[config.mk]
export PLATFORM = sky130hd
export DESIGN_NAME = devicenet_fragment_reassembler_flat
export DESIGN_NICKNAME = d
export VERILOG_FILES = /design/src/rtl/dnfr_pkg.sv /design/src/rtl/dnfr_chan_if.sv /design/src/rtl/dnfr_ram.sv /design/src/rtl/dnfr_lane.sv /design/src/rtl/dnfr_merge.sv /design/src/rtl/devicenet_fragment_reassembler.sv /design/src/flat_wrapper.sv
export SDC_FILE = /design/constraint.sdc
export NUM_CORES = 2
export LEC_CHECK = 0
export BUFFER_PORTS_ARGS = -buffer_cell sky130_fd_sc_hd__buf_4
export CAP_MARGIN = 20
export CORE_UTILIZATION = 54
export CTS_CLUSTER_SIZE = 14
export DETAILED_ROUTE_END_ITERATION = 16
export PLACE_DENSITY_LB_ADDON = 0.05
export SKIP_CTS_REPAIR_TIMING = 1
export SYNTH_ARGS = -nofsm -noshare
export SYNTH_HDL_FRONTEND = slang
export SYNTH_SLANG_ARGS = --single-unit
export TNS_END_PERCENT = 100
[constraint.sdc]
create_clock -name clock -period 20 [get_ports clock]
set_input_delay 4 -clock clock [delete_from_list [all_inputs] [get_ports clock]]
set_output_delay 4 -clock clock [all_outputs]
set_load 0.02 [all_outputs]
[src/rtl/dnfr_pkg.sv]
`timescale 1ns / 1ps
`default_nettype none

package dnfr_pkg;

   localparam int DEF_MSG_MAX      = 256;
   localparam int DEF_FRAME_OCTETS = 8;

   // Octets carried in one request, whatever the frame size in use
   localparam int FIELD_OCTETS = 8;
   localparam int OCTET_W      = 8;
   localparam int FRAME_LEN_W  = 4;
   localparam int COUNT_W      = 6;
   localparam int STATUS_W     = 3;
   localparam int MSG_LEN_W    = 9;
   localparam int READ_IDX_W   = 8;

   // Message store is split into byte banks so a whole frame is written at once
   localparam int NUM_BANKS = 8;
   localparam int BANK_W    = 3;

   typedef enum logic [STATUS_W-1:0] {
      ST_IGNORED  = 3'd0,
      ST_STARTED  = 3'd1,
      ST_PROGRESS = 3'd2,
      ST_COMPLETE = 3'd3,
      ST_ERROR    = 3'd4
   } status_type;

   typedef enum logic [1:0] {
      FT_FIRST  = 2'd0,
      FT_MIDDLE = 2'd1,
      FT_LAST   = 2'd2,
      FT_ACK    = 2'd3
   } frag_kind_type;

   typedef struct packed {
      logic                   func;
      logic [FRAME_LEN_W-1:0] frame_len;
      logic [OCTET_W-1:0]     hdr_octet;
      logic [OCTET_W-1:0]     frag_octet;
      logic [OCTET_W-1:0]     octet_2;
      logic [OCTET_W-1:0]     octet_3;
      logic [OCTET_W-1:0]     octet_4;
      logic [OCTET_W-1:0]     octet_5;
      logic [OCTET_W-1:0]     octet_6;
      logic [OCTET_W-1:0]     octet_7;
      logic [READ_IDX_W-1:0]  read_index;
   } req_type;

   typedef struct packed {
      logic [STATUS_W-1:0]  status;
      logic [MSG_LEN_W-1:0] msg_len;
      logic                 in_progress;
      logic [OCTET_W-1:0]   read_byte;
   } rsp_type;

   // Write found by one lane: target bank, whether it spills into the next row
   typedef struct packed {
      logic              valid;
      logic [BANK_W-1:0] bank;
      logic              wrap;
      logic [OCTET_W-1:0] data;
   } lane_wr_type;

endpackage

`default_nettype wire

[src/rtl/dnfr_chan_if.sv]
`timescale 1ns / 1ps
`default_nettype none

interface dnfr_chan_if #(
   parameter type payload_type = logic
);

   logic        valid;
   logic        ready;
   payload_type data;

   modport source (output valid, output data, input ready);
   modport sink   (input valid, input data, output ready);

endinterface

`default_nettype wire

[src/rtl/dnfr_ram.sv]
`timescale 1ns / 1ps
`default_nettype none

module dnfr_ram #(
   parameter int WIDTH = 8,
   parameter int DEPTH = 32
) (
   input  wire logic                     clock,
   input  wire logic                     wr_en,
   input  wire logic [$clog2(DEPTH)-1:0] wr_addr,
   input  wire logic [WIDTH-1:0]         wr_data,
   input  wire logic                     rd_en,
   input  wire logic [$clog2(DEPTH)-1:0] rd_addr,
   output      logic [WIDTH-1:0]         rd_data
);

   logic [WIDTH-1:0] mem_ff [DEPTH];
   logic [WIDTH-1:0] rd_data_ff;

   always_ff @(posedge clock) begin
      if (wr_en) begin
         mem_ff[wr_addr] <= wr_data;
      end
      if (rd_en) begin
         rd_data_ff <= mem_ff[rd_addr];
      end
   end

   assign rd_data = rd_data_ff;

endmodule

`default_nettype wire

[src/rtl/dnfr_lane.sv]
`timescale 1ns / 1ps
`default_nettype none

module dnfr_lane
   import dnfr_pkg::*;
#(
   parameter int POS = 1
) (
   input  wire logic                   en,
   input  wire logic [FRAME_LEN_W-1:0] cnt,
   input  wire logic [1:0]             from,
   input  wire logic [BANK_W-1:0]      base_lo,
   input  wire logic [OCTET_W-1:0]     octet,
   output      lane_wr_type            wr
);

   logic [FRAME_LEN_W-1:0] pos_w;
   logic [FRAME_LEN_W-1:0] from_w;
   logic [FRAME_LEN_W-1:0] offset;
   logic [FRAME_LEN_W-1:0] slot;

   // Offset of this octet inside the appended run, then its bank slot
   always_comb begin
      pos_w   = FRAME_LEN_W'(POS);
      from_w  = {2'b00, from};
      offset  = pos_w - from_w;
      slot    = {1'b0, base_lo} + offset;
      wr.valid = en && (pos_w >= from_w) && (pos_w < cnt);
      wr.bank  = slot[BANK_W-1:0];
      wr.wrap  = slot[BANK_W];
      wr.data  = octet;
   end

endmodule

`default_nettype wire

[src/rtl/dnfr_merge.sv]
`timescale 1ns / 1ps
`default_nettype none

module dnfr_merge
   import dnfr_pkg::*;
#(
   parameter int LANES = 7,
   parameter int ROW_W = 5
) (
   input  wire lane_wr_type        lane_wr   [LANES],
   input  wire logic [ROW_W-1:0]   base_row,
   output      logic               bank_we   [NUM_BANKS],
   output      logic [ROW_W-1:0]   bank_row  [NUM_BANKS],
   output      logic [OCTET_W-1:0] bank_data [NUM_BANKS]
);

   // Consecutive addresses: each bank is claimed by at most one lane
   always_comb begin
      for (int b = 0; b < NUM_BANKS; b++) begin
         bank_we[b]   = 1'b0;
         bank_row[b]  = base_row;
         bank_data[b] = '0;
         for (int k = 0; k < LANES; k++) begin
            if (lane_wr[k].valid && (lane_wr[k].bank == BANK_W'(b))) begin
               bank_we[b]   = 1'b1;
               bank_row[b]  = base_row + ROW_W'(lane_wr[k].wrap);
               bank_data[b] = lane_wr[k].data;
            end
         end
      end
   end

endmodule

`default_nettype wire

[src/rtl/devicenet_fragment_reassembler.sv]
`timescale 1ns / 1ps
`default_nettype none

// Fragmented-message reassembler for DeviceNet-style frame bodies.
// req_chan (sink) carries one transaction per frame body or per read. A feed
// transaction (func 0) appends, restarts or replaces the stored message and
// reports ignored / started / progress / complete / error. A read transaction
// (func 1) returns one message octet, or zero at or past the current length.
// rsp_chan (source) returns exactly one transaction per request, in order,
// always carrying the message length and the assembling flag after the item.
// Sequence per item: accept, execute, load; rsp valid rises as the load step
// ends. A request is accepted only in the idle state, so a new item is taken
// only after the last one has been loaded.
// The message store is split into eight byte banks, with one lane per body
// octet past the header, so all data octets of a frame are written in the
// execute cycle; a read uses the registered bank output in the load cycle.
// A finished result sits in the rsp output register; the next request is
// accepted meanwhile, and only the load step waits while rsp is stalled.
// Reset (synchronous, active high) clears length, assembling flag, expected
// count and both handshakes. The store itself is not cleared: reads only reach
// octets below the length, which were all written. No clearing pass.
module devicenet_fragment_reassembler
   import dnfr_pkg::*;
#(
   parameter int MSG_MAX      = DEF_MSG_MAX,
   parameter int FRAME_OCTETS = DEF_FRAME_OCTETS
) (
   input wire logic  clock,
   input wire logic  reset,
   dnfr_chan_if.sink   req_chan,
   dnfr_chan_if.source rsp_chan
);

   localparam int LEN_W      = $clog2(MSG_MAX + 1);
   localparam int BANK_DEPTH = (MSG_MAX + NUM_BANKS - 1) / NUM_BANKS;
   localparam int ROW_W      = $clog2(BANK_DEPTH);
   localparam int LANES      = FRAME_OCTETS - 1;

   typedef enum logic [1:0] {
      S_IDLE,
      S_EXEC,
      S_LOAD
   } state_type;

   // Control and message state
   state_type            state_ff, state_in;
   logic [LEN_W-1:0]     len_ff, len_in;
   logic                 asm_ff, asm_in;
   logic [COUNT_W-1:0]   exp_ff, exp_in;
   // Captured item and pending result
   req_type              item_ff, item_in;
   status_type           status_ff, status_in;
   logic                 rd_hit_ff, rd_hit_in;
   logic [BANK_W-1:0]    rd_bank_ff, rd_bank_in;
   // Output register
   logic                 rsp_valid_ff, rsp_valid_in;
   rsp_type              rsp_data_ff, rsp_data_in;

   // Decode of the captured item
   logic [OCTET_W-1:0]     body [FIELD_OCTETS];
   logic [FRAME_LEN_W-1:0] cnt;
   logic                   frag;
   frag_kind_type          fkind;
   logic [COUNT_W-1:0]     fcount;
   logic [1:0]             from;
   logic [FRAME_LEN_W-1:0] n_data;
   logic                   restart;
   logic [LEN_W-1:0]       base;
   logic [LEN_W-1:0]       base_sh;
   logic [LEN_W:0]         end_len;
   logic                   fit;
   logic                   do_write;
   status_type             feed_status;
   logic [LEN_W-1:0]       feed_len;
   logic                   feed_asm;
   logic [COUNT_W-1:0]     feed_exp;

   // Read path
   logic                       rd_start;
   logic                       idx_hit;
   logic [ROW_W+4:0]           idx_row_x;
   logic [ROW_W-1:0]           rd_row;
   logic [OCTET_W-1:0]         bank_rdata [NUM_BANKS];
   logic [OCTET_W-1:0]         read_byte;
   logic [LEN_W+MSG_LEN_W-1:0] len_x;
   logic                       load_go;

   // Lanes and bank writes
   lane_wr_type        lane_wr   [LANES];
   logic               bank_we   [NUM_BANKS];
   logic [ROW_W-1:0]   bank_row  [NUM_BANKS];
   logic [OCTET_W-1:0] bank_data [NUM_BANKS];
   logic               lane_en;

   assign body[0] = item_ff.hdr_octet;
   assign body[1] = item_ff.frag_octet;
   assign body[2] = item_ff.octet_2;
   assign body[3] = item_ff.octet_3;
   assign body[4] = item_ff.octet_4;
   assign body[5] = item_ff.octet_5;
   assign body[6] = item_ff.octet_6;
   assign body[7] = item_ff.octet_7;

   // Feed decision: clamp the body length, classify the frame, check fit
   always_comb begin
      cnt = (item_ff.frame_len > FRAME_LEN_W'(FRAME_OCTETS)) ?
            FRAME_LEN_W'(FRAME_OCTETS) : item_ff.frame_len;
      frag   = body[0][OCTET_W-1];
      fkind  = frag_kind_type'(body[1][OCTET_W-1 -: 2]);
      fcount = body[1][COUNT_W-1:0];
      from   = frag ? 2'd2 : 2'd1;
      n_data = (cnt > {2'b00, from}) ? (cnt - {2'b00, from}) : '0;

      // Unfragmented and first fragments start over at offset zero
      restart = !frag || (fkind == FT_FIRST);
      base    = restart ? '0 : len_ff;
      base_sh = base >> BANK_W;
      end_len = {1'b0, base} + (LEN_W+1)'(n_data);
      fit     = (end_len <= (LEN_W+1)'(MSG_MAX));

      feed_status = ST_IGNORED;
      feed_len    = len_ff;
      feed_asm    = asm_ff;
      feed_exp    = exp_ff;
      do_write    = 1'b0;

      if (cnt == '0) begin
         feed_status = ST_IGNORED;
      end else if (!frag) begin
         feed_asm = 1'b0;
         feed_exp = '0;
         if (fit) begin
            do_write    = 1'b1;
            feed_len    = end_len[LEN_W-1:0];
            feed_status = ST_COMPLETE;
         end else begin
            feed_len    = '0;
            feed_status = ST_ERROR;
         end
      end else if (cnt < FRAME_LEN_W'(2)) begin
         // Fragmented mark without a type octet: report, keep state
         feed_status = ST_ERROR;
      end else begin
         case (fkind)
            FT_FIRST: begin
               feed_asm = 1'b1;
               feed_exp = fcount + COUNT_W'(1);
               if (fit) begin
                  do_write    = 1'b1;
                  feed_len    = end_len[LEN_W-1:0];
                  feed_status = ST_STARTED;
               end else begin
                  feed_len    = '0;
                  feed_status = ST_ERROR;
               end
            end
            FT_ACK: begin
               feed_status = ST_IGNORED;
            end
            FT_MIDDLE, FT_LAST: begin
               if (!asm_ff || (fcount != exp_ff) || !fit) begin
                  // Out of sequence or overflow: drop the message
                  feed_len    = '0;
                  feed_asm    = 1'b0;
                  feed_exp    = '0;
                  feed_status = ST_ERROR;
               end else begin
                  do_write = 1'b1;
                  feed_len = end_len[LEN_W-1:0];
                  if (fkind == FT_MIDDLE) begin
                     feed_exp    = fcount + COUNT_W'(1);
                     feed_status = ST_PROGRESS;
                  end else begin
                     feed_asm    = 1'b0;
                     feed_status = ST_COMPLETE;
                  end
               end
            end
            default: begin
               feed_status = ST_IGNORED;
            end
         endcase
      end
   end

   // One lane per body octet position past the header
   assign lane_en = (state_ff == S_EXEC) && !item_ff.func && do_write;

   for (genvar k = 0; k < LANES; k++) begin : g_lane
      dnfr_lane #(
         .POS (k + 1)
      ) u_lane (
         .en      (lane_en),
         .cnt     (cnt),
         .from    (from),
         .base_lo (base[BANK_W-1:0]),
         .octet   (body[k + 1]),
         .wr      (lane_wr[k])
      );
   end

   dnfr_merge #(
      .LANES (LANES),
      .ROW_W (ROW_W)
   ) u_merge (
      .lane_wr   (lane_wr),
      .base_row  (base_sh[ROW_W-1:0]),
      .bank_we   (bank_we),
      .bank_row  (bank_row),
      .bank_data (bank_data)
   );

   // Read address: bank from the low bits, row from the rest
   always_comb begin
      idx_hit   = ({{LEN_W{1'b0}}, item_ff.read_index} <
                   {{READ_IDX_W{1'b0}}, len_ff});
      idx_row_x = {{ROW_W{1'b0}}, item_ff.read_index[READ_IDX_W-1:BANK_W]};
      rd_row    = idx_row_x[ROW_W-1:0];
      rd_start  = (state_ff == S_EXEC) && item_ff.func && idx_hit;
   end

   for (genvar b = 0; b < NUM_BANKS; b++) begin : g_bank
      dnfr_ram #(
         .WIDTH (OCTET_W),
         .DEPTH (BANK_DEPTH)
      ) u_bank (
         .clock   (clock),
         .wr_en   (bank_we[b]),
         .wr_addr (bank_row[b]),
         .wr_data (bank_data[b]),
         .rd_en   (rd_start),
         .rd_addr (rd_row),
         .rd_data (bank_rdata[b])
      );
   end

   always_comb begin
      read_byte = rd_hit_ff ? bank_rdata[rd_bank_ff] : '0;
      len_x     = {{MSG_LEN_W{1'b0}}, len_ff};
      load_go   = (state_ff == S_LOAD) && (!rsp_valid_ff || rsp_chan.ready);
   end

   // Sequencer: accept, execute (update state, write banks, start read), load
   always_comb begin
      state_in     = state_ff;
      len_in       = len_ff;
      asm_in       = asm_ff;
      exp_in       = exp_ff;
      item_in      = item_ff;
      status_in    = status_ff;
      rd_hit_in    = rd_hit_ff;
      rd_bank_in   = rd_bank_ff;
      rsp_valid_in = rsp_valid_ff;
      rsp_data_in  = rsp_data_ff;

      // Retire a taken result first; a load below may refill the register
      if (rsp_valid_ff && rsp_chan.ready) begin
         rsp_valid_in = 1'b0;
      end

      case (state_ff)
         S_IDLE: begin
            if (req_chan.valid) begin
               item_in  = req_chan.data;
               state_in = S_EXEC;
            end
         end
         S_EXEC: begin
            if (item_ff.func) begin
               status_in  = ST_IGNORED;
               rd_hit_in  = idx_hit;
               rd_bank_in = item_ff.read_index[BANK_W-1:0];
            end else begin
               status_in  = feed_status;
               rd_hit_in  = 1'b0;
               rd_bank_in = '0;
               len_in     = feed_len;
               asm_in     = feed_asm;
               exp_in     = feed_exp;
            end
            state_in = S_LOAD;
         end
         S_LOAD: begin
            // Hold here while the output register is still occupied
            if (load_go) begin
               rsp_valid_in            = 1'b1;
               rsp_data_in.status      = status_ff;
               rsp_data_in.msg_len     = len_x[MSG_LEN_W-1:0];
               rsp_data_in.in_progress = asm_ff;
               rsp_data_in.read_byte   = read_byte;
               state_in                = S_IDLE;
            end
         end
         default: begin
            state_in = S_IDLE;
         end
      endcase
   end

   always_ff @(posedge clock) begin
      if (reset) begin
         state_ff     <= S_IDLE;
         len_ff       <= '0;
         asm_ff       <= 1'b0;
         exp_ff       <= '0;
         rsp_valid_ff <= 1'b0;
      end else begin
         state_ff     <= state_in;
         len_ff       <= len_in;
         asm_ff       <= asm_in;
         exp_ff       <= exp_in;
         rsp_valid_ff <= rsp_valid_in;
      end
      item_ff     <= item_in;
      status_ff   <= status_in;
      rd_hit_ff   <= rd_hit_in;
      rd_bank_ff  <= rd_bank_in;
      rsp_data_ff <= rsp_data_in;
   end

   assign req_chan.ready = (state_ff == S_IDLE);
   assign rsp_chan.valid = rsp_valid_ff;
   assign rsp_chan.data  = rsp_data_ff;

   // Stored length never runs past the store
   a_len_bound : assert property (@(posedge clock) disable iff (reset)
      len_ff <= LEN_W'(MSG_MAX))
      else $error("message length beyond store size");

   // Message state moves only in the execute step
   a_state_hold : assert property (@(posedge clock) disable iff (reset)
      (state_ff != S_EXEC) |=> ($stable(len_ff) && $stable(asm_ff) && $stable(exp_ff)))
      else $error("message state changed outside execute");

   // A new result appears only out of the load step
   a_rsp_from_load : assert property (@(posedge clock) disable iff (reset)
      $rose(rsp_valid_ff) |-> $past(state_ff == S_LOAD))
      else $error("result raised outside load");

   // Bank writes happen only while executing a feed
   a_write_exec : assert property (@(posedge clock) disable iff (reset)
      lane_en |-> (state_ff == S_EXEC) && !item_ff.func && !rd_start)
      else $error("bank write outside feed execute");

endmodule

`default_nettype wire

[src/flat_wrapper.sv]
// flat-port wrapper written by rule: the top's interface ports become plain ports
module devicenet_fragment_reassembler_flat import dnfr_pkg::*;
#(
   parameter int MSG_MAX      = DEF_MSG_MAX,
   parameter int FRAME_OCTETS = DEF_FRAME_OCTETS
)
  (clock, reset, req_chan_valid, req_chan_data, req_chan_ready, rsp_chan_valid, rsp_chan_data, rsp_chan_ready);
  dnfr_chan_if #(.payload_type(req_type)) req_chan_i ();
  dnfr_chan_if #(.payload_type(rsp_type)) rsp_chan_i ();
  input wire logic clock;
  input wire logic reset;
  input wire logic [$bits(req_chan_i.valid)-1:0] req_chan_valid;
  input wire logic [$bits(req_chan_i.data)-1:0] req_chan_data;
  output wire logic [$bits(req_chan_i.ready)-1:0] req_chan_ready;
  output wire logic [$bits(rsp_chan_i.valid)-1:0] rsp_chan_valid;
  output wire logic [$bits(rsp_chan_i.data)-1:0] rsp_chan_data;
  input wire logic [$bits(rsp_chan_i.ready)-1:0] rsp_chan_ready;
  assign req_chan_i.valid = req_chan_valid;
  assign req_chan_i.data = req_chan_data;
  assign req_chan_ready = req_chan_i.ready;
  assign rsp_chan_valid = rsp_chan_i.valid;
  assign rsp_chan_data = rsp_chan_i.data;
  assign rsp_chan_i.ready = rsp_chan_ready;
  devicenet_fragment_reassembler #(.MSG_MAX(MSG_MAX), .FRAME_OCTETS(FRAME_OCTETS)) u_core (.clock(clock), .reset(reset), .req_chan(req_chan_i), .rsp_chan(rsp_chan_i));
endmodule
======== After elaboration in Yosys (flattened, before gate mapping) ========
Memories as Yosys holds them, arrays and structs flattened. A register that Yosys moved wholly into a read port is not among the register bits.
Cells that the tools add are included.
word-level totals
  register bits ........................... 124
  bits in writable memories ............... 2,048
  output and inout port bits .............. 23
  logic and storage cells ................. 457
  memories kept ........................... 8
cells by class
  add/sub/neg operators ................... 24
  order comparisons ....................... 15
  equality and inequality tests ........... 61
  muxes and demuxes ....................... 225
  bitwise operators ....................... 3
  reduce and logical (&&, ||, !) cells .... 98
memories
  memory                          depth  bits a word  read ports  clocked after Yosys merged registers in  write ports  line            RTL
  u_core.g_bank[0].u_bank.mem_ff  32     8            1           1                                        1            dnfr_ram.sv:17  logic [WIDTH-1:0] mem_ff [DEPTH];
  u_core.g_bank[1].u_bank.mem_ff  32     8            1           1                                        1            dnfr_ram.sv:17
  u_core.g_bank[2].u_bank.mem_ff  32     8            1           1                                        1            dnfr_ram.sv:17
  u_core.g_bank[3].u_bank.mem_ff  32     8            1           1                                        1            dnfr_ram.sv:17
  u_core.g_bank[4].u_bank.mem_ff  32     8            1           1                                        1            dnfr_ram.sv:17
  u_core.g_bank[5].u_bank.mem_ff  32     8            1           1                                        1            dnfr_ram.sv:17
  2 more memories                 -      -            -           -                                        -            -
operators by type and width
  kind                 count
  $mux 8               58
  $mux 5               56
  $mux 1               85
  $eq 3x3->1 const B   28
  $logic_and 1x1->1    71
  $mux 9               5
  $eq 3x2->1 const B   14
  $add 5x1->5          7
  $add 3x4->4          7
  $bmux 8 s3           1
  $mux 6               4
  $eq 3x1->1 const B   7
  $logic_not 3->1      7
  $pmux 9 s2           1
  $lt 3x4->1 const A   4
  $sub 3x2->4 const A  4
  $mux 3               5
  $pmux 6 s2           1
  $reduce_and 6->1     2
  $add 9x4->10         1
  $le 10x9->1 const B  1
  $lt 8x9->1           1
  $pmux 3 s3           1
  $lt 2x4->1 const A   2
  31 further kinds     53

======== Logic depth before layout (Yosys ltp) ========
  word-level depth ........................ 26
  mapped depth ............................ 24
  depth with buffers taken out ............ 22

======== By module ========
A second synthesis with hierarchy kept.
second synthesis, totals
  cells, all modules ...................... 5,169
  area, all modules ....................... 95,147.5 µm²
by module, submodules not included
  module                               instances  cells an instance  area an instance (µm²)  sequential area each (µm²)
  dnfr_ram                             8          417                10,133.5                7,927.6
  dnfr_merge                           1          1,331              7,738.7                 0.0
  devicenet_fragment_reassembler       1          359                5,207.5                 3,323.2
  dnfr_lane (u_core.g_lane[1].u_lane)  1          28                 219.0                   0.0
  dnfr_lane (u_core.g_lane[0].u_lane)  1          19                 167.7                   0.0
  dnfr_lane (u_core.g_lane[4].u_lane)  1          21                 155.1                   0.0
  dnfr_lane (u_core.g_lane[5].u_lane)  1          20                 152.6                   0.0
  dnfr_lane (u_core.g_lane[2].u_lane)  1          20                 151.4                   0.0
  dnfr_lane (u_core.g_lane[3].u_lane)  1          19                 151.4                   0.0
  dnfr_lane (u_core.g_lane[6].u_lane)  1          16                 136.4                   0.0

======== Worst setup path after synthesis ========
OpenSTA, ideal clock, no wires.
  kind .................................... flip-flop to flip-flop
  start point ............................. register u_core.item_ff, in the netlist u_core.body[63]
  end point ............................... memory u_core.g_bank[4].u_bank.mem_ff[0][3], data pin
  library setup time ...................... 0.467 ns
  arrival ................................. 6.194 ns
  required time ........................... 19.533 ns
  slack ................................... 13.339 ns
  cell stages (with the launch flop) ...... 23
  buffers on the path ..................... 5
  period minus slack after synthesis ...... 6.661 ns
  path through ............................ edfxtp_1 > buf_4 > inv_1 > ha_1 > inv_1 > fa_1 > nand3_1 > mux2i_1 > ha_1 > nand3_1 > a2111o_1 > a2111oi_4 > nand4_2 > buf_6 > a21oi_2 > buf_2 > buf_4 > buf_2 > nand3_1 > o211ai_1 > o211ai_1 > and3_1 > o31ai_1
RTL lines
  element                   line                                   RTL
  start: declaration        devicenet_fragment_reassembler.sv:51   req_type item_ff, item_in;
  start signal: assignment  devicenet_fragment_reassembler.sv:314  item_ff <= item_in;
  end: declaration          dnfr_ram.sv:17

======== Worst setup path after layout ========
  start point ............................. register u_core.item_ff, in the netlist u_core.body[54]
  end point ............................... memory u_core.g_bank[4].u_bank.mem_ff[11][4] (enable)
between the ends
  cells in the longest elaborated chain, start to end .. 25
  elaborated cells on any way between the ends .. 70
  those cells by class .................... add/sub (15); order compare (1); eq/ne (9); mux (23); reduce/logical (22)
RTL lines
  element                         line                                                                          RTL
  $logic_not 2->1                 devicenet_fragment_reassembler.sv:115, devicenet_fragment_reassembler.sv:144
  $logic_or 1x1->1                devicenet_fragment_reassembler.sv:115                                         restart = !frag || (fkind == FT_FIRST);
  $mux 9                          devicenet_fragment_reassembler.sv:116                                         base = restart ? '0 : len_ff;
  $add 9x4->10                    devicenet_fragment_reassembler.sv:118                                         end_len = {1'b0, base} + (LEN_W+1)'(n_data);
  $le 10x9->1                     devicenet_fragment_reassembler.sv:119                                         fit = (end_len <= (LEN_W+1)'(MSG_MAX));
  $logic_not 1->1                 devicenet_fragment_reassembler.sv:161                                         if (!asm_ff || (fcount != exp_ff) || !fit) begin
  $logic_or 1x1->1                devicenet_fragment_reassembler.sv:161
  $mux 1                          devicenet_fragment_reassembler.sv:161
  (+2 left out)                   -
  $mux 1                          devicenet_fragment_reassembler.sv:129                                         end else if (!frag) begin
  $mux 1                          devicenet_fragment_reassembler.sv:127                                         if (cnt == '0) begin
  $logic_and 1x1->1               devicenet_fragment_reassembler.sv:187                                         assign lane_en = (state_ff == S_EXEC) && !item_ff.func && do_write;
  $logic_and 1x1->1 (2 in a row)  dnfr_lane.sv:28                                                               wr.valid = en && (pos_w >= from_w) && (pos_w < cnt);
  $logic_and 1x1->1               dnfr_merge.sv:24                                                              if (lane_wr[k].valid && (lane_wr[k].bank == BANK_W'(b))) begin
  $mux 1 (7 in a row)             dnfr_merge.sv:24
  $mux 1                          dnfr_ram.sv:21                                                                if (wr_en) begin
  $mux 1 (implied by the code)    dnfr_ram.sv:22                                                                mem_ff[wr_addr] <= wr_data;
Several ways; a longest one is shown, not always the timed one.

==> results.sh <==
export IMPL_cts_tree="done"
export IMPL_rrSetupSlack_ps=11180
export IMPL_rsz0062_at_grt="false"
export IMPL_grt_pass1_vias=53500
export IMPL_globalRouteTotalUtil_pct=31.41
export IMPL_fp_dieW_um=423.8
export IMPL_drv_slew=0
export IMPL_cts_num_sinks=2229
export IMPL_period_share_pct=44.11
export IMPL_antenna_left=0
export IMPL_hold_path_class="flop to flop"
export IMPL_crit_path_end_kind="flop"
export IMPL_path_common_cell="inv_1"
export IMPL_synthAdderAreaFrac_pct=0.7579
export IMPL_synth_top_family_by_area="multiplexers"
export IMPL_fp_row_count=154
export IMPL_ios=104
export IMPL_total_leakage_power_nw=35.67
export IMPL_setup_viol=0
export IMPL_cap_violations=0
export IMPL_crit_buf_inv=5
export IMPL_synth_nets=5492
export IMPL_arrival_ps=9290
export IMPL_core_um2=176500
export IMPL_portBuffers=96
export IMPL_final_setup_skew_ps=46.65
export IMPL_synth_compound_area_share_pct=6.017
export IMPL_antenna_found_initial=10
export IMPL_grt_max_degree=120
export IMPL_reg2reg_depth=19
export IMPL_drtIter0Drc=7083
export IMPL_yosys_warnings=0
export IMPL_timing_hold_ws_ps=439.7
export IMPL_crit_path_start_kind="flop"
export IMPL_worstPathRequired_ps=20470
export IMPL_wl_per_cell_um=34.50
export IMPL_irDropWorstVdd_uv=85.54
export IMPL_synthSimpleGateAreaFrac_pct=5.204
export IMPL_setup_tns_ps=0
export IMPL_synth_area_top_cells="edfxtp_1 69%, mux4_2 15%, nor2_1 1.5%, clkbuf_1 0.85%, a21oi_1 0.83%"
export IMPL_cts_root_buffer="clkbuf_16"
export IMPL_start_util_pct=54.44
export IMPL_min_delay_start="u_core.status_ff[1]$_SDFFCE_PP0N_"
export IMPL_die_area_um2=179600
export IMPL_vias_per_cell=6.755
export IMPL_cp_max_fo=12
export IMPL_place_congestion=1.134
export IMPL_status="finished, final reports clean"
export IMPL_cts_buffer_depth=3
export IMPL_syn2layout_area_growth_pct=12.47
export IMPL_cts_buffers=218
export IMPL_drive_above_1_share_pct=26.47
export IMPL_clkSlewWorstSetupHoldPaths_ps=60
export IMPL_dr_pass1_iters=9
export IMPL_synthCells=5357
export IMPL_yosys_cell_count_top_type="edfxtp_1"
export IMPL_synthArstFlopShare_pct=0
export IMPL_cp_slowest_cell="nor4b_1"
export IMPL_max_freq_ghz=0.1134
export IMPL_htreeDepth=4
export IMPL_timing_rr_end="u_core.g_bank[4].u_bank.mem_ff[11][4]$_DFFE_PP_"
export IMPL_cp_cell_sequence="buf_4 > inv_1 > ha_1 > nor2_1 > nand2_1 > inv_1 > ha_1 > inv_1 > ha_1 > inv_1 > fa_1 > nor4b_1 > a21boi_0 > o211ai_1 > nand3_1 > o21ai_0 > a221oi_1 > nand3_1 > nor2_1"
export IMPL_crit_family="simple AND/OR/NAND/NOR gates"
export IMPL_p_total_w=0.009733
export IMPL_ys_seq_area_share_pct=69.46
export IMPL_synth_edf_count=2210
export IMPL_hold_path_depth=0
export IMPL_slew_headroom_pct=16.97
export IMPL_grt_pass1_wl_um=397500
export IMPL_worst_path_largest_cell_delay_ps=1010
export IMPL_ys_ff_latch=2229
export IMPL_fin_crit_ps=8821
export IMPL_drt_total_wl_um=280300
export IMPL_criticalPathCategory="flop to flop"
export IMPL_hold_end="u_core.rsp_chan.data[19]$_DFFE_PP_"
export IMPL_nNetsFinal=5720
export IMPL_dp_hpwl_um=183300
export IMPL_ys_top_cells_by_count="2,210 x edfxtp_1, 656 x mux4_2, 393 x nor2_1"
export IMPL_cellPowerDensity_nw_per_um2=90.07
export IMPL_ys_flop_type="edfxtp_1"
export IMPL_yosys_area_top_type="edfxtp_1"
export IMPL_synth_xor_area_share_pct=0.4649
export IMPL_vias=54880
export IMPL_grt_ovfl_total=0
export IMPL_die_height_um=423.8
export IMPL_syn_avg_cell_area_um2=17.94
export IMPL_r2r_start="u_core.body[54]$_DFFE_PP_"
export IMPL_drc_errors=0
export IMPL_muxShareOfSynthArea_pct=16.42
export IMPL_hold_viol=0
export IMPL_ys_types=94
export IMPL_synth_area_um2=96080
export IMPL_synth_top_area_share_pct=69.07
export IMPL_clock_latency_ps=870
export IMPL_tightest_slew_ps=1244
-- cell usage in the layout (no fill, tap or decap), types with 43 or more instances in the layout --
cell type	synthesis	routed
inv_1	44	44
o21ai_0	136	114
nor2_1	393	391
clkinv_1	0	55
and3_1	48	48
edfxtp_1	2210	2210
nand2_1	185	185
a21oi_1	160	151
o211ai_1	68	68
a22oi_1	43	43
ha_1	47	47
a211oi_1	89	87
buf_4	11	331
mux2_2	71	71
mux4_2	656	656
clkbuf_16	0	225
nor3_1	140	139
clkinv_2	0	47
nand3_1	114	114
-- logic make-up after synthesis --
group,count (synthesis)
buf+inv,399
mux,747
flops,2229
xor+xnor,51
fa+ha+maj,54
compound gates,814
simple gates,1063
-- registers in the layout (all words and copies together) (netlist names) --
| register | flops |
|---|---|
| u_core.asm_ff | 1 |
| u_core.rd_bank_ff | 3 |
| u_core.g_bank.u_bank.mem_ff | 2048 |
| u_core.rd_hit_ff | 1 |
| u_core.rsp_chan.data | 21 |
| u_core.exp_ff | 6 |
| u_core.len_ff | 9 |
| u_core.rsp_chan.valid | 1 |
| u_core.item_ff | 8 |
| u_core.body | 57 |
| u_core.idx_row_x | 5 |
| u_core.state_ff | 2 |
| u_core.status_ff | 3 |
| u_core.g_bank.u_bank.rd_data | 64 |
-- per-stage QoR --
| step | cells | setup slack, ps | instance area (um2) | utilization, % |
|---|---|---|---|---|
| after floorplan | 5357 | 13340 | 96080 | - |
| after global placement | 7666 | 11480 | 100500 | 56.94 |
| after detailed placement | 7675 | 11460 | 100600 | 57.00 |
| after CTS | 8082 | 11440 | 107600 | 60.94 |
| after global routing | 8113 | 10940 | 108000 | 61.21 |
| final | 8125 | 11180 | 108100 | 61.23 |
-- final cells by class --
class,count,area [um2]
inverters,44,165.2
fillers,12850,68430
flip-flops and latches,2229,66740
clock buffers,263,5688
diodes,13,32.53
repair buffers,363,3052
well taps,2340,2928
multi-input cells,2729,28190
clock inverters,144,1264
-- metal layers --
| layer | part of all wire, % | GRT usage (%) | vias to the layer above |
|---|---|---|---|
| met5 | 0.14 | 0.9677 | - |
| met4 | 4.5 | 12.85 | 20 |
| met3 | 10 | 8.857 | 698 |
| met2 | 45 | 46.14 | 2873 |
| met1 | 40 | 44.51 | 28560 |
| li1 | - | - | 22730 |
-- how the worst max path moves through the flow --
stage / end / startpoint / depth (start not counted)
floorplan: u_core.g_bank[4].u_bank.mem_ff[0][3]$_DFFE_PP_ / u_core.body[63]$_DFFE_PP_ / 22
global placement: u_core.g_bank[4].u_bank.mem_ff[11][5]$_DFFE_PP_ / u_core.body[54]$_DFFE_PP_ / 19
detailed placement: u_core.g_bank[4].u_bank.mem_ff[24][4]$_DFFE_PP_ / u_core.body[54]$_DFFE_PP_ / 20
CTS: u_core.g_bank[4].u_bank.mem_ff[11][4]$_DFFE_PP_ / u_core.body[54]$_DFFE_PP_ / 19
global route: u_core.g_bank[4].u_bank.mem_ff[11][4]$_DFFE_PP_ / u_core.body[55]$_DFFE_PP_ / 19
finish: u_core.g_bank[4].u_bank.mem_ff[11][4]$_DFFE_PP_ / u_core.body[54]$_DFFE_PP_ / 19
-- report_power, final --
| part | switching [W] | internal (W) |
|---|---|---|
| registers | 0.0000475 | 0.00512 |
| clock network | 0.00174 | 0.00227 |
| logic | 0.000355 | 0.000206 |
| total | 0.00214 | 0.00759 |
Power figures use the tool's default switching activity.
